--- src/hw/rtl/cps_pkg.sv ---
`default_nettype none
// ----------------------------------------------------------------------------
// Chunk pool suballocator package
// Shared payload types and register indexes.
// ----------------------------------------------------------------------------
package cps_pkg;

  localparam int unsigned CfgIdxW = 2;
  localparam int unsigned CfgDataW = 40;

  localparam logic [CfgIdxW-1:0] CFG_DEFAULT_CHUNK = 2'd0;
  localparam logic [CfgIdxW-1:0] CFG_MEMORY_LIMIT  = 2'd1;
  localparam logic [CfgIdxW-1:0] CFG_SCRATCH_MODE  = 2'd2;

  localparam logic KIND_ALLOC  = 1'b0;
  localparam logic KIND_SUBMIT = 1'b1;

  typedef struct packed {
    logic        kind;
    logic [31:0] request_bytes;
    logic [4:0]  align_log2;
    logic [31:0] tag_instance;
    logic        tag_submitted;
    logic [31:0] new_instance;
    logic        new_submitted;
    logic [31:0] completed_instance;
  } req_t;

  typedef struct packed {
    logic        ok;
    logic [3:0]  chunk_index;
    logic [39:0] region_offset;
    logic [39:0] region_address;
    logic        barrier_needed;
  } rsp_t;

  // Per-slot tag, kept in flip-flops so a scan can read and rewrite it.
  typedef struct packed {
    logic [31:0] inst;
    logic        sub;
  } tag_t;

endpackage
`default_nettype wire

--- src/hw/rtl/cps_ram.sv ---
`default_nettype none
// ----------------------------------------------------------------------------
// Generic RAM
// One write port and one registered read port.
// ----------------------------------------------------------------------------
module cps_ram #(
  parameter int unsigned Width = 40,
  parameter int unsigned Depth = 16
) (
  input  wire logic                     clk_i,
  input  wire logic                     we_i,
  input  wire logic [$clog2(Depth)-1:0] waddr_i,
  input  wire logic [Width-1:0]         wdata_i,
  input  wire logic [$clog2(Depth)-1:0] raddr_i,
  output logic      [Width-1:0]         rdata_o
);
  logic [Width-1:0] mem_q [Depth];

  always_ff @(posedge clk_i) begin
    if (we_i) begin
      mem_q[waddr_i] <= wdata_i;
    end
    rdata_o <= mem_q[raddr_i];
  end
endmodule
`default_nettype wire

--- src/hw/rtl/chunk_pool_suballocator.sv ---
`default_nettype none
// ----------------------------------------------------------------------------
// Chunk pool suballocator
// Linear bump allocator over a pool of chunks with completion-based recycling.
// ----------------------------------------------------------------------------
//  Channel | Handshake                   | Payload
//  --------+-----------------------------+------------------------
//  request | req_valid_i / req_ready_o   | req_i  (cps_pkg::req_t)
//  result  | rsp_valid_o / rsp_ready_i   | rsp_o  (cps_pkg::rsp_t)
//  config  | cfg_we_i                    | cfg_idx_i, cfg_data_i
//
// One transfer is worked on at a time by a small sequencer. A refill walks
// the pool one entry at a time, with a registered RAM read of the chunk size
// for each entry, and walks it again when the scratch fallback runs. Reset
// clears the sequencer state, configuration and pool counters; slot RAM
// contents are undefined until a chunk is created. A stalled result holds
// the block in its output state; the next request is taken once the result
// is taken.
module chunk_pool_suballocator #(
  parameter int unsigned POOL_SLOTS       = 16,
  parameter int unsigned CHUNK_ALIGN_LOG2 = 16
) (
  input  wire logic                    clk_i,
  input  wire logic                    rst_ni,
  input  wire logic                    cfg_we_i,
  input  wire logic [cps_pkg::CfgIdxW-1:0]  cfg_idx_i,
  input  wire logic [cps_pkg::CfgDataW-1:0] cfg_data_i,
  input  wire logic                    req_valid_i,
  output logic                         req_ready_o,
  input  wire cps_pkg::req_t           req_i,
  output logic                         rsp_valid_o,
  input  wire logic                    rsp_ready_i,
  output cps_pkg::rsp_t                rsp_o
);
  import cps_pkg::*;

  localparam int unsigned SlotW = $clog2(POOL_SLOTS);
  localparam int unsigned CntW  = $clog2(POOL_SLOTS + 1);
  localparam logic [39:0] M40   = {40{1'b1}};
  localparam logic [39:0] CaMask = (40'd1 << CHUNK_ALIGN_LOG2) - 40'd1;

  typedef enum logic [3:0] {
    S_IDLE, S_FAST, S_FAST2, S_SUBMIT, S_FREE_RD, S_FREE_CHK, S_CREATE,
    S_SCR_RD, S_SCR_CHK, S_SCR_DONE, S_FIN, S_BASE_RD, S_BASE_WAIT, S_OUT
  } state_e;

  state_e state_q;
  req_t   r_q;
  logic [31:0] def_q;
  logic [39:0] lim_q;
  logic        scr_q;

  tag_t            tag_q   [POOL_SLOTS];
  logic [SlotW-1:0] order_q [POOL_SLOTS];
  logic [CntW-1:0] plen_q, created_q, i_q;
  logic            cur_v_q, have_ret_q, found_q;
  logic [SlotW-1:0] cur_q, ret_q, best_q;
  logic [CntW-1:0] bpos_q;
  logic [39:0]     wpos_q, alloc_q, want_q, aligned_q, bbytes_q;
  logic            barrier_q;
  rsp_t            rsp_q;

  // Chunk size and base RAMs, one shared read address.
  logic             ram_we;
  logic [SlotW-1:0] ram_waddr, ram_raddr;
  logic [39:0]      bytes_rd, base_rd, bytes_wd, base_wd;

  cps_ram #(.Width(40), .Depth(POOL_SLOTS)) u_bytes (
    .clk_i, .we_i(ram_we), .waddr_i(ram_waddr), .wdata_i(bytes_wd),
    .raddr_i(ram_raddr), .rdata_o(bytes_rd));
  cps_ram #(.Width(40), .Depth(POOL_SLOTS)) u_base (
    .clk_i, .we_i(ram_we), .waddr_i(ram_waddr), .wdata_i(base_wd),
    .raddr_i(ram_raddr), .rdata_o(base_rd));

  logic [SlotW-1:0] scan_slot;
  assign scan_slot = order_q[i_q[SlotW-1:0]];

  // Address: current slot except while walking the pool.
  always_comb begin
    ram_raddr = cur_q;
    if (state_q == S_FREE_RD || state_q == S_SCR_RD) begin
      ram_raddr = scan_slot;
    end
  end

  // Creation writes both RAMs in the same cycle.
  logic [39:0] want_sz, want_rnd;
  logic [40:0] lim_sum;
  always_comb begin
    want_sz  = (r_q.request_bytes > def_q) ? {8'd0, r_q.request_bytes} : {8'd0, def_q};
    want_rnd = (want_sz + CaMask) & ~CaMask;
    lim_sum  = {1'b0, alloc_q} + {1'b0, want_q};
  end
  assign ram_we    = (state_q == S_CREATE) && !((lim_q != '0) && (lim_sum > {1'b0, lim_q}))
                     && (created_q < CntW'(POOL_SLOTS));
  assign ram_waddr = created_q[SlotW-1:0];
  assign bytes_wd  = want_q;
  assign base_wd   = alloc_q;

  // Fast path arithmetic.
  logic [39:0] amask, aligned_c;
  logic [40:0] end_c;
  always_comb begin
    amask     = (40'd1 << r_q.align_log2) - 40'd1;
    aligned_c = (wpos_q + amask) & ~amask;
    end_c     = {1'b0, aligned_q} + {8'd0, r_q.request_bytes};
  end

  tag_t cur_tag;
  assign cur_tag = tag_q[scan_slot];

  logic better;
  always_comb begin
    better = (cur_tag.sub && !tag_q[best_q].sub) ||
             (cur_tag.sub == tag_q[best_q].sub && cur_tag.inst < tag_q[best_q].inst) ||
             (cur_tag.sub == tag_q[best_q].sub && cur_tag.inst == tag_q[best_q].inst &&
              bytes_rd > bbytes_q);
  end

  assign req_ready_o = (state_q == S_IDLE);
  assign rsp_valid_o = (state_q == S_OUT);
  assign rsp_o       = rsp_q;

  // Pool order with one entry taken out; the entries after it shift down by one.
  logic [CntW-1:0]  rm_pos;
  logic [SlotW-1:0] order_rm [POOL_SLOTS];
  always_comb begin
    rm_pos   = (state_q == S_SCR_DONE) ? bpos_q : i_q;
    order_rm = order_q;
    for (int k = 0; k < POOL_SLOTS - 1; k++) begin
      if (CntW'(k) >= rm_pos) order_rm[k] = order_q[k+1];
    end
  end

  always_ff @(posedge clk_i or negedge rst_ni) begin
    if (!rst_ni) begin
      state_q    <= S_IDLE;
      def_q      <= 32'd4194304;
      lim_q      <= '0;
      scr_q      <= 1'b0;
      plen_q     <= '0;
      created_q  <= '0;
      cur_v_q    <= 1'b0;
      cur_q      <= '0;
      wpos_q     <= '0;
      alloc_q    <= '0;
      i_q        <= '0;
      have_ret_q <= 1'b0;
      found_q    <= 1'b0;
    end else begin
      if (cfg_we_i) begin
        case (cfg_idx_i)
          CFG_DEFAULT_CHUNK: def_q <= cfg_data_i[31:0];
          CFG_MEMORY_LIMIT:  lim_q <= cfg_data_i;
          CFG_SCRATCH_MODE:  scr_q <= cfg_data_i[0];
          default: ;
        endcase
      end
      case (state_q)
        S_IDLE: begin
          if (req_valid_i) begin
            r_q        <= req_i;
            i_q        <= '0;
            have_ret_q <= 1'b0;
            found_q    <= 1'b0;
            barrier_q  <= 1'b0;
            if (req_i.kind == KIND_SUBMIT) begin
              if (cur_v_q) begin
                if (plen_q < CntW'(POOL_SLOTS)) begin
                  order_q[plen_q[SlotW-1:0]] <= cur_q;
                  plen_q <= plen_q + 1'b1;
                end
                cur_v_q <= 1'b0;
              end
              state_q <= S_SUBMIT;
            end else if (cur_v_q) begin
              state_q <= S_FAST;
            end else begin
              state_q <= S_FREE_RD;
            end
          end
        end
        S_SUBMIT: begin
          if (i_q >= plen_q) begin
            rsp_q   <= '{ok: 1'b1, default: '0};
            state_q <= S_OUT;
          end else begin
            if (cur_tag.inst == r_q.tag_instance && cur_tag.sub == r_q.tag_submitted) begin
              tag_q[scan_slot] <= '{inst: r_q.new_instance, sub: r_q.new_submitted};
            end
            i_q <= i_q + 1'b1;
          end
        end
        S_FAST: begin
          aligned_q <= aligned_c;
          state_q   <= S_FAST2;
        end
        S_FAST2: begin
          // bytes_rd and base_rd hold the current slot.
          if (end_c <= {1'b0, bytes_rd}) begin
            wpos_q  <= end_c[39:0];
            rsp_q   <= '{ok: 1'b1, chunk_index: 4'(cur_q), region_offset: aligned_q,
                         region_address: base_rd + aligned_q, barrier_needed: 1'b0};
            state_q <= S_OUT;
          end else begin
            have_ret_q <= 1'b1;
            ret_q      <= cur_q;
            cur_v_q    <= 1'b0;
            state_q    <= S_FREE_RD;
          end
        end
        S_FREE_RD: begin
          want_q <= want_rnd;
          if (i_q >= plen_q) begin
            if (have_ret_q && plen_q < CntW'(POOL_SLOTS)) begin
              order_q[plen_q[SlotW-1:0]] <= ret_q;
              plen_q <= plen_q + 1'b1;
            end
            state_q <= S_CREATE;
          end else begin
            state_q <= S_FREE_CHK;
          end
        end
        S_FREE_CHK: begin
          if (cur_tag.sub && cur_tag.inst <= r_q.completed_instance) begin
            tag_q[scan_slot] <= '0;
          end
          if (((cur_tag.sub && cur_tag.inst <= r_q.completed_instance) ||
               (cur_tag.inst == '0 && !cur_tag.sub)) &&
              bytes_rd >= {8'd0, r_q.request_bytes}) begin
            cur_q   <= scan_slot;
            cur_v_q <= 1'b1;
            // The retired chunk takes the last place of the shortened pool.
            for (int k = 0; k < POOL_SLOTS; k++) begin
              order_q[k] <= (have_ret_q && CntW'(k) == plen_q - 1'b1) ? ret_q : order_rm[k];
            end
            if (!have_ret_q) begin
              plen_q <= plen_q - 1'b1;
            end
            state_q <= S_FIN;
          end else begin
            i_q     <= i_q + 1'b1;
            state_q <= S_FREE_RD;
          end
        end
        S_CREATE: begin
          i_q <= '0;
          if ((lim_q != '0) && (lim_sum > {1'b0, lim_q})) begin
            if (!scr_q) begin
              rsp_q   <= '0;
              state_q <= S_OUT;
            end else begin
              state_q <= S_SCR_RD;
            end
          end else if (created_q >= CntW'(POOL_SLOTS)) begin
            rsp_q   <= '0;
            state_q <= S_OUT;
          end else begin
            cur_q     <= created_q[SlotW-1:0];
            cur_v_q   <= 1'b1;
            created_q <= created_q + 1'b1;
            alloc_q   <= lim_sum[40] ? M40 : lim_sum[39:0];
            state_q   <= S_FIN;
          end
        end
        S_SCR_RD: begin
          state_q <= (i_q >= plen_q) ? S_SCR_DONE : S_SCR_CHK;
        end
        S_SCR_CHK: begin
          if (bytes_rd >= want_q && (!found_q || better)) begin
            found_q  <= 1'b1;
            best_q   <= scan_slot;
            bpos_q   <= i_q;
            bbytes_q <= bytes_rd;
          end
          i_q     <= i_q + 1'b1;
          state_q <= S_SCR_RD;
        end
        S_SCR_DONE: begin
          if (!found_q) begin
            rsp_q   <= '0;
            state_q <= S_OUT;
          end else begin
            order_q   <= order_rm;
            plen_q    <= plen_q - 1'b1;
            cur_q     <= best_q;
            cur_v_q   <= 1'b1;
            barrier_q <= 1'b1;
            state_q   <= S_FIN;
          end
        end
        S_FIN: begin
          tag_q[cur_q] <= '{inst: r_q.tag_instance, sub: r_q.tag_submitted};
          wpos_q       <= {8'd0, r_q.request_bytes};
          state_q      <= S_BASE_RD;
        end
        S_BASE_RD: begin
          state_q <= S_BASE_WAIT;
        end
        S_BASE_WAIT: begin
          rsp_q   <= '{ok: 1'b1, chunk_index: 4'(cur_q), region_offset: '0,
                       region_address: base_rd, barrier_needed: barrier_q};
          state_q <= S_OUT;
        end
        S_OUT: begin
          if (rsp_ready_i) state_q <= S_IDLE;
        end
        default: state_q <= S_IDLE;
      endcase
    end
  end

  // The pool never holds more entries than there are slots created.
  a_pool_len: assert property (@(posedge clk_i) disable iff (!rst_ni)
    plen_q <= created_q) else $error("pool longer than created slots");
  // No request is accepted while a result is pending.
  a_no_accept_busy: assert property (@(posedge clk_i) disable iff (!rst_ni)
    rsp_valid_o |-> !req_ready_o) else $error("ready while result pending");
  // A failed allocation reports a zero address and no barrier.
  a_fail_zero: assert property (@(posedge clk_i) disable iff (!rst_ni)
    (rsp_valid_o && !rsp_o.ok) |-> (rsp_o.region_address == '0 && !rsp_o.barrier_needed))
    else $error("failure with nonzero fields");
endmodule
`default_nettype wire
--- config.mk ---
export PLATFORM = sky130hd
export DESIGN_NAME = chunk_pool_suballocator
export DESIGN_NICKNAME = d
export VERILOG_FILES = /design/src/hw/rtl/cps_pkg.sv /design/src/hw/rtl/cps_ram.sv /design/src/hw/rtl/chunk_pool_suballocator.sv
export SDC_FILE = /design/constraint.sdc
export NUM_CORES = 2
export LEC_CHECK = 0
export BUFFER_PORTS_ARGS = -buffer_cell sky130_fd_sc_hd__buf_2
export CAP_MARGIN = 10
export CELL_PAD_IN_SITES_DETAIL_PLACEMENT = 0
export CELL_PAD_IN_SITES_GLOBAL_PLACEMENT = 1
export CORE_MARGIN = 2
export CORE_UTILIZATION = 42
export CTS_CLUSTER_SIZE = 30
export DETAILED_ROUTE_END_ITERATION = 8
export HOLD_SLACK_MARGIN = 0.03
export PLACE_DENSITY_LB_ADDON = 0.2
export SYNTH_ARGS = -nofsm -noshare
export SYNTH_HDL_FRONTEND = slang
export SYNTH_SLANG_ARGS = --single-unit
--- constraint.sdc ---
create_clock -name clk_i -period 11.8 [get_ports clk_i]
set_input_delay 0 -clock clk_i [delete_from_list [all_inputs] [get_ports clk_i]]
set_output_delay 0 -clock clk_i [all_outputs]
set_load 0.01 [all_outputs]
Word level (Yosys, flattened, before mapping). Memories as Yosys holds them, arrays and structs flattened. A register that Yosys moved wholly into a read port is not among the register bits. Index checks and enable logic that the tools add are counted.

Bits in latches: 0. ROM bits: 0. Memories: 3. Input port bits: 183. Logic and storage cells: 360. Flip-flop bits (word level): 622. Output and inout port bits: 88. RAM bits: 1552.

$mul: 0. Eq/ne operators: 56. Shift-type cells: 1. Reduce and logical (&&, ||, !) cells: 79. $add $sub $neg: 10. Mux-type cells: 123. $lt $le $gt $ge: 30. Divide/modulo/power cells: 0. Bitwise gates (word level): 9.

Memory list: u_base.mem_q (words 16, width 40, read ports 1, clocked after Yosys merged registers in 1, write ports 1, RTL line cps_ram.sv:17) `logic [Width-1:0] mem_q [Depth];`; tag_q (words 16, width 33, read ports 2, clocked after Yosys merged registers in 1, write ports 1, RTL line chunk_pool_suballocator.sv:53) `tag_t tag_q [POOL_SLOTS];`; u_bytes.mem_q (words 16, width 24, read ports 1, clocked after Yosys merged registers in 1, write ports 1, RTL line cps_ram.sv:17).

Operator list (number): 86-bit two-way mux (6); 64-bit two-way mux (8); 86-bit one-hot mux with 5 select lines (1); 64-bit one-hot mux with 4 select lines (1); 4-bit two-way mux (48); 64-bit bitwise mux (2); 40-bit adder (2); 40-bit two-way mux (2); 40-bit one-hot mux with 2 select lines (1); 33-bit two-way mux (2); 5-bit two-way mux (13); 32-bit == test (2); 4-bit one-hot mux with 14 select lines (1); 40-bit by 32-bit adder with 41-bit output (1); 40-bit by 40-bit adder with 41-bit output (1); 41-bit by 40-bit > comparator with 1-bit output (1); 41-bit by 40-bit less-or-equal comparator with 1-bit output (1); 40-bit bitwise AND (1); 4-bit by 5-bit == test with 1-bit output (first input constant) (8); 40-bit by 32-bit >= comparator with 1-bit output (1); 40-bit >= comparator (1); 40-bit > comparator (1); 40-bit inverter (1); 40-bit nonzero test (1); other kinds (64) (201).

Depth between registers and ports, before layout. An unclocked memory read counts as a cell.

Depth after elaboration: 14. Depth in mapped cells: 29. Gate-level depth less buffers: 27.

Cells and area by module. Synthesis repeated with hierarchy kept, for this count alone.

Cells, all modules: 7453. Area total of the unflattened synthesis: 113750.3 µm².

By module, submodules not included: chunk_pool_suballocator (cells an instance 5373, instances 1, seq. area each 31931.9 µm², area an instance 63487.1 µm²); cps_ram (cells an instance 1040, instances 2, seq. area each 20019.2 µm², area an instance 25131.6 µm²).

Worst setup path after synthesis. OpenSTA, ideal clock, no wires.

Path type: register to register. Start point: reg r_q[103] (netlist name). End point: reg rsp_q, in the netlist rsp_o[0], enable pin. Stages on the path, launching flop included: 25. Path buffers: 0. Period minus slack after synthesis: 12229 ps. Required time: 11142 ps. Setup time: 658 ps. Slack: -429 ps. Arrival time: 11571 ps. Path through: edfxtp_1 > ha_1 > fa_1 > a211oi_1 > o21ai_1 > and3_1 > o21ai_1 > a21oi_1 > or3_1 > o211a_1 > nand2b_1 > xor2_1 > ha_1 > and2_1 > nand4_1 > or3_1 > nor4_1 > nand4_1 > nor4_1 > nand4_1 > nor3_1 > o211ai_1 > or3_1 > or2_2 > a211oi_1.

Cells in the longest elaborated chain, start to end: 4.

RTL lines: from (decl) (RTL line chunk_pool_suballocator.sv:48) `req_t r_q;`; from (signal assigned) (RTL line chunk_pool_suballocator.sv:162) `r_q <= req_i;`; 40-bit by 32-bit adder with 41-bit output (RTL line chunk_pool_suballocator.sv:106) `end_c = {1'b0, aligned_q} + {8'd0, r_q.request_bytes};`; 41-bit by 40-bit less-or-equal comparator with 1-bit output (RTL line chunk_pool_suballocator.sv:200) `if (end_c <= {1'b0, bytes_rd}) begin`; 2-bit != test (no source line); 7-bit AND reduction (no source line); to (signal assigned) (RTL line chunk_pool_suballocator.sv:202) `rsp_q <= '{ok: 1'b1, chunk_index: 4'(cur_q), region_offset: aligned_q,`; to (signal assigned) (RTL line chunk_pool_suballocator.sv:301) `rsp_q <= '{ok: 1'b1, chunk_index: 4'(cur_q), region_offset: '0,`; to (decl) (RTL line chunk_pool_suballocator.sv:61) `rsp_t rsp_q;`.

Every way passes these cells. A chain may end at the register's enable or synchronous reset.

Worst setup path in the final report.
Start point: reg i_q[2]. End point: mem tag_q[0][7] (netlist name), enable pin.

Cells in the longest elaborated chain, start to end: 14. Elaborated cells on any way between the ends: 23. Classes of those cells: order compare (2); eq/ne (2); mux (12); bitwise (2); reduce/logical (4); memory (1).

RTL lines: from (decl) (RTL line chunk_pool_suballocator.sv:55) `logic [CntW-1:0] plen_q, created_q, i_q;`; from (signal assigned) (RTL line chunk_pool_suballocator.sv:191) `i_q <= i_q + 1'b1;`; from (signal assigned) (RTL line chunk_pool_suballocator.sv:242) `i_q <= i_q + 1'b1;`; from (signal assigned) (RTL line chunk_pool_suballocator.sv:276) `i_q <= i_q + 1'b1;`; branches (longest 14 deep; another with memory 16 x 33 bit); to (decl) (RTL line chunk_pool_suballocator.sv:53).

Parallel ways; which one is timed is not known. The select of a mux whose other input is x is not followed.

==> results by group <==
Timing
  – Highest clock rate: approximately 110 MHz
  – Fin Setup TNS: 0 ns
  – Final count of hold timing violations: 0
  – Slew @ Worst Pin: approximately 1.2 ns
  – Slew headroom: 22.7%
  – Hold WS: between 0.15 and 0.2 ns
  – Clock skew: a little over 0.09 ns
  – Final min period: approximately 9.3 ns
  – Finish-stage setup viols: 0
  – Fin. max-slew vios: 0
  – Post-route clock period utilization: around 79%
  – Setup repair after global routing missed its margin: false

Global route
  – First-pass GRT wire length: 422,000 um
  – Total global routing overflow: 0
  – Largest net degree at the start of global routing: a little over 100
  – Total track usage: a little over a quarter
  – Initial antenna violation count: 17
  – Vias in the first global route: 60,100

Status
  – Status: complete, no violations

Synthesis
  – Area share of the largest cell type after synthesis: between 50% and 60%
  – Yosys top cell by area: edfxtp_1
  – FF+latch count, synth: between 1,500 and 2,000
  – Simple-gate share of the synthesized area: 8.41%
  – Post-synthesis mux area share: about 12%
  – Number of flops mapped to enable cells by yosys: around 1,600
  – Seq/Total Area, Yosys: ~60%
  – Post-synthesis adder-cell area fraction: under 10%
  – Gate Count Post-Synth: ~6,500
  – Synth Area in XOR/XNOR: between 1.5 and 2%
  – Mapped cell area: a little under 90,000 sq um
  – Synth area leaders: edfxtp_1, mux4_2, ha_1
  – Synth warnings: 0
  – Main combinational cell family by area after synthesis: multiplexers
  – Post-synth ARST share: a little under a tenth
  – Synth Area in Compound Gates: 10.6%
  – Netlist cell types: approximately 110
  – Main flop type after synthesis: edfxtp_1
  – Post-Syn Area per Cell: 13.7 sq um

Floorplanning
  – Placeable Area: 210,000 sq um
  – Boundary Pins: ~270
  – Row cnt: ~170
  – Initial core utilization: between 40% and 50%
  – Total die area: between 200,000 and 250,000 sq um
  – Die span in x: ~460 um
  – Die Y: between 400 and 500 um

Final layout
  – Area growth, synth to finish: 17.7%
  – FILL cells: 17,900
  – Commonest cells after routing, fill and taps aside: edfxtp_1, nand2_1, dlygate4sd3_1
  – Fin nets: approximately 7,700
  – Layout cells sized above 1: about 17%
  – Most common cell after layout, fill and taps aside: edfxtp_1
  – Final instance area: 104,000 sq um

Worst hold path
  – Worst Hold End: found_q$_DFFE_PN0P_
  – Hold_sp: req_valid_i
  – Hold Path Class: input port to register
  – Hold Crit Depth: 5

Clocking
  – H-tree levels: 4
  – CTS sink count: 1,783
  – # hold bufs at CTS: about 400
  – PostCTS Resize Cnt: 0
  – Clock slew at reported path FFs: about 0.06 ns
  – CTS tree: done
  – Num CTS Buffers: 194
  – Clk root buf: clkbuf_16
  – CTS Buffer Depth: 3
  – Skew-Pair Late Insertion Delay: between 0.9 and 1 ns
  – # Post-CTS Setup Buffers: 0

Run
  – Max-cap violations: 0

Worst setup path
  – Critical Path AT: between 9 and 10 ns
  – R2R Path Start: i_q[2]$_DFFE_PN0P_
  – Critical Path Fanout Max: 97
  – R2r endpoint: tag_q[0][7]$_DFFE_PP_
  – Critical path required time: roughly 12 ns
  – Crit start category: register
  – Worst reg2reg path depth: 27
  – R2R setup slack: 2.51 ns
  – WS Path Type: register to register
  – Setup crit end kind: register

Routing
  – Detailed-route via count: approximately 61,000
  – Remaining DRCs: 0
  – Via density: about 6.0
  – DR iter-0 viols: 6,819
  – DRT antenna net count: 0
  – Routed len/inst: approximately 29 um
  – Post-Route WL: ~290,000 um
  – DRT Pass-1 Iters: 8

Power
  – VDD IR-drop max: 0.253 mV
  – Power density over the cells: between 200 and 250 nW/um^2
  – Leak pwr: ~0.038 uW

Placed design
  – Post-Place Cell Area: approximately 93,000 sq um
  – Gpl congestion: slightly above 0.9
  – Port-buffer cells: between 200 and 300
  – Post-detail-place hpwl: approximately 190,000 um
layer usage:
metal	track usage (%)	share of wire, %	up-vias
li1	-	-	26700
met1	38.5	44	31100
met2	41.4	45	2671
met4	8.35	3.0	0
met5	0	0	-
met3	4.72	7.8	474
cells in the mapped netlist, types with 111 or more instances:
library cell	count
mux4_2	347
a211oi_1	157
o21ai_0	247
edfxtp_1	1573
clkbuf_1	221
nor2_1	272
a21o_1	111
inv_1	289
and3_1	114
a21oi_1	322
nand2_1	469
xnor2_1	113
mux2i_1	173
dfrtp_1	163
nor3_1	130
ha_1	348
area by class of cell:
cell class                      count  area, sq um  area share [%]
Clock inverter                    133         1750            1.68
Inverter                          295         1110            1.07
Multi-Input combinational cell   4081        34000            32.6
Clock buffer                      231         5050            4.85
Timing Repair Buffer              814         6540            6.27
Tap cell                         2805         3510            3.37
Antenna cell                        9         22.5          0.0216
Sequential cell                  1783        52300            50.1
worst max-delay path by stage:
stage / startpoint / endpoint / slack (ns) / depth (start not counted)
after global placement: i_q[2]$_DFFE_PN0P_ / tag_q[1][9]$_DFFE_PP_ / 2.78 / 26
after floorplan: r_q[103]$_DFFE_PP_ / rsp_o[0]$_DFFE_PP_ / 2.56 / 24
final: i_q[2]$_DFFE_PN0P_ / tag_q[0][7]$_DFFE_PP_ / 2.51 / 27
after detailed placement: i_q[2]$_DFFE_PN0P_ / tag_q[0][9]$_DFFE_PP_ / 2.65 / 26
after global routing: i_q[2]$_DFFE_PN0P_ / tag_q[2][10]$_DFFE_PP_ / 2.12 / 27
after CTS: i_q[2]$_DFFE_PN0P_ / tag_q[0][15]$_DFFE_PP_ / 2.59 / 27
metrics by stage:
stage          worst slack (ns)  std cells  util (%)  total power, uW
2_1_floorplan              2.56       6487         -            15200
3_3_place_gp               2.78       9374      44.5            18700
3_5_place_dp               2.65       9374      44.5            18800
4_1_cts                    2.59      10100      49.7            25300
5_1_grt                    2.12      10100      49.7            26600
6_report                   2.51      10200      49.7            25300
critical path: stages, from the launching register on:
cell and delay, ns:
dfrtp_1 0.85, buf_4 0.35, mux2_1 0.17, o22ai_1 0.14, o21ai_4 0.17, buf_4 0.42, nand2_8 0.32, inv_6 0.86
buf_4 0.58, nand2_1 0.11, and3_1 0.18, a31oi_1 0.14, o22ai_1 0.18, a221oi_1 0.63, ha_1 0.38, a21o_1 0.16
a21o_1 0.17, a21o_1 0.17, a21oi_1 0.13, o21ai_0 0.15, o22a_1 0.24, o31a_1 0.18, nor3b_1 0.36, o21ai_4 0.06
buf_4 0.34, o31a_2 0.37, nor3_2 0.24, buf_4 0.64
registers in the layout (all words and copies together) (netlist names), 25 cells and up, named ones only:
signal          count
lim_q              40
r_q               135
u_base.mem_q      400
aligned_q          40
wpos_q             40
tag_q             528
def_q              32
alloc_q            25
u_bytes.mem_q     272
u_base.rdata_o     25
rsp_o              86
cell families (layout without fill, tap and decap cells):
group / after synthesis / after routing
mux: 632 / 632
compound gates: 1397 / 1397
other cells: 1 / 13
fa+ha+maj: 352 / 352
flops: 1783 / 1783
buf+inv: 623 / 1473
simple gates: 1515 / 1515
xor+xnor: 181 / 181
power breakdown:
group          internal [uW]  leakage [uW]  switching [uW]
logic                   3910        0.0182            6440
registers               7780        0.0166             775
clock network           3730       0.00327            2710
Note: power is estimated with default switching activity, not from simulation.
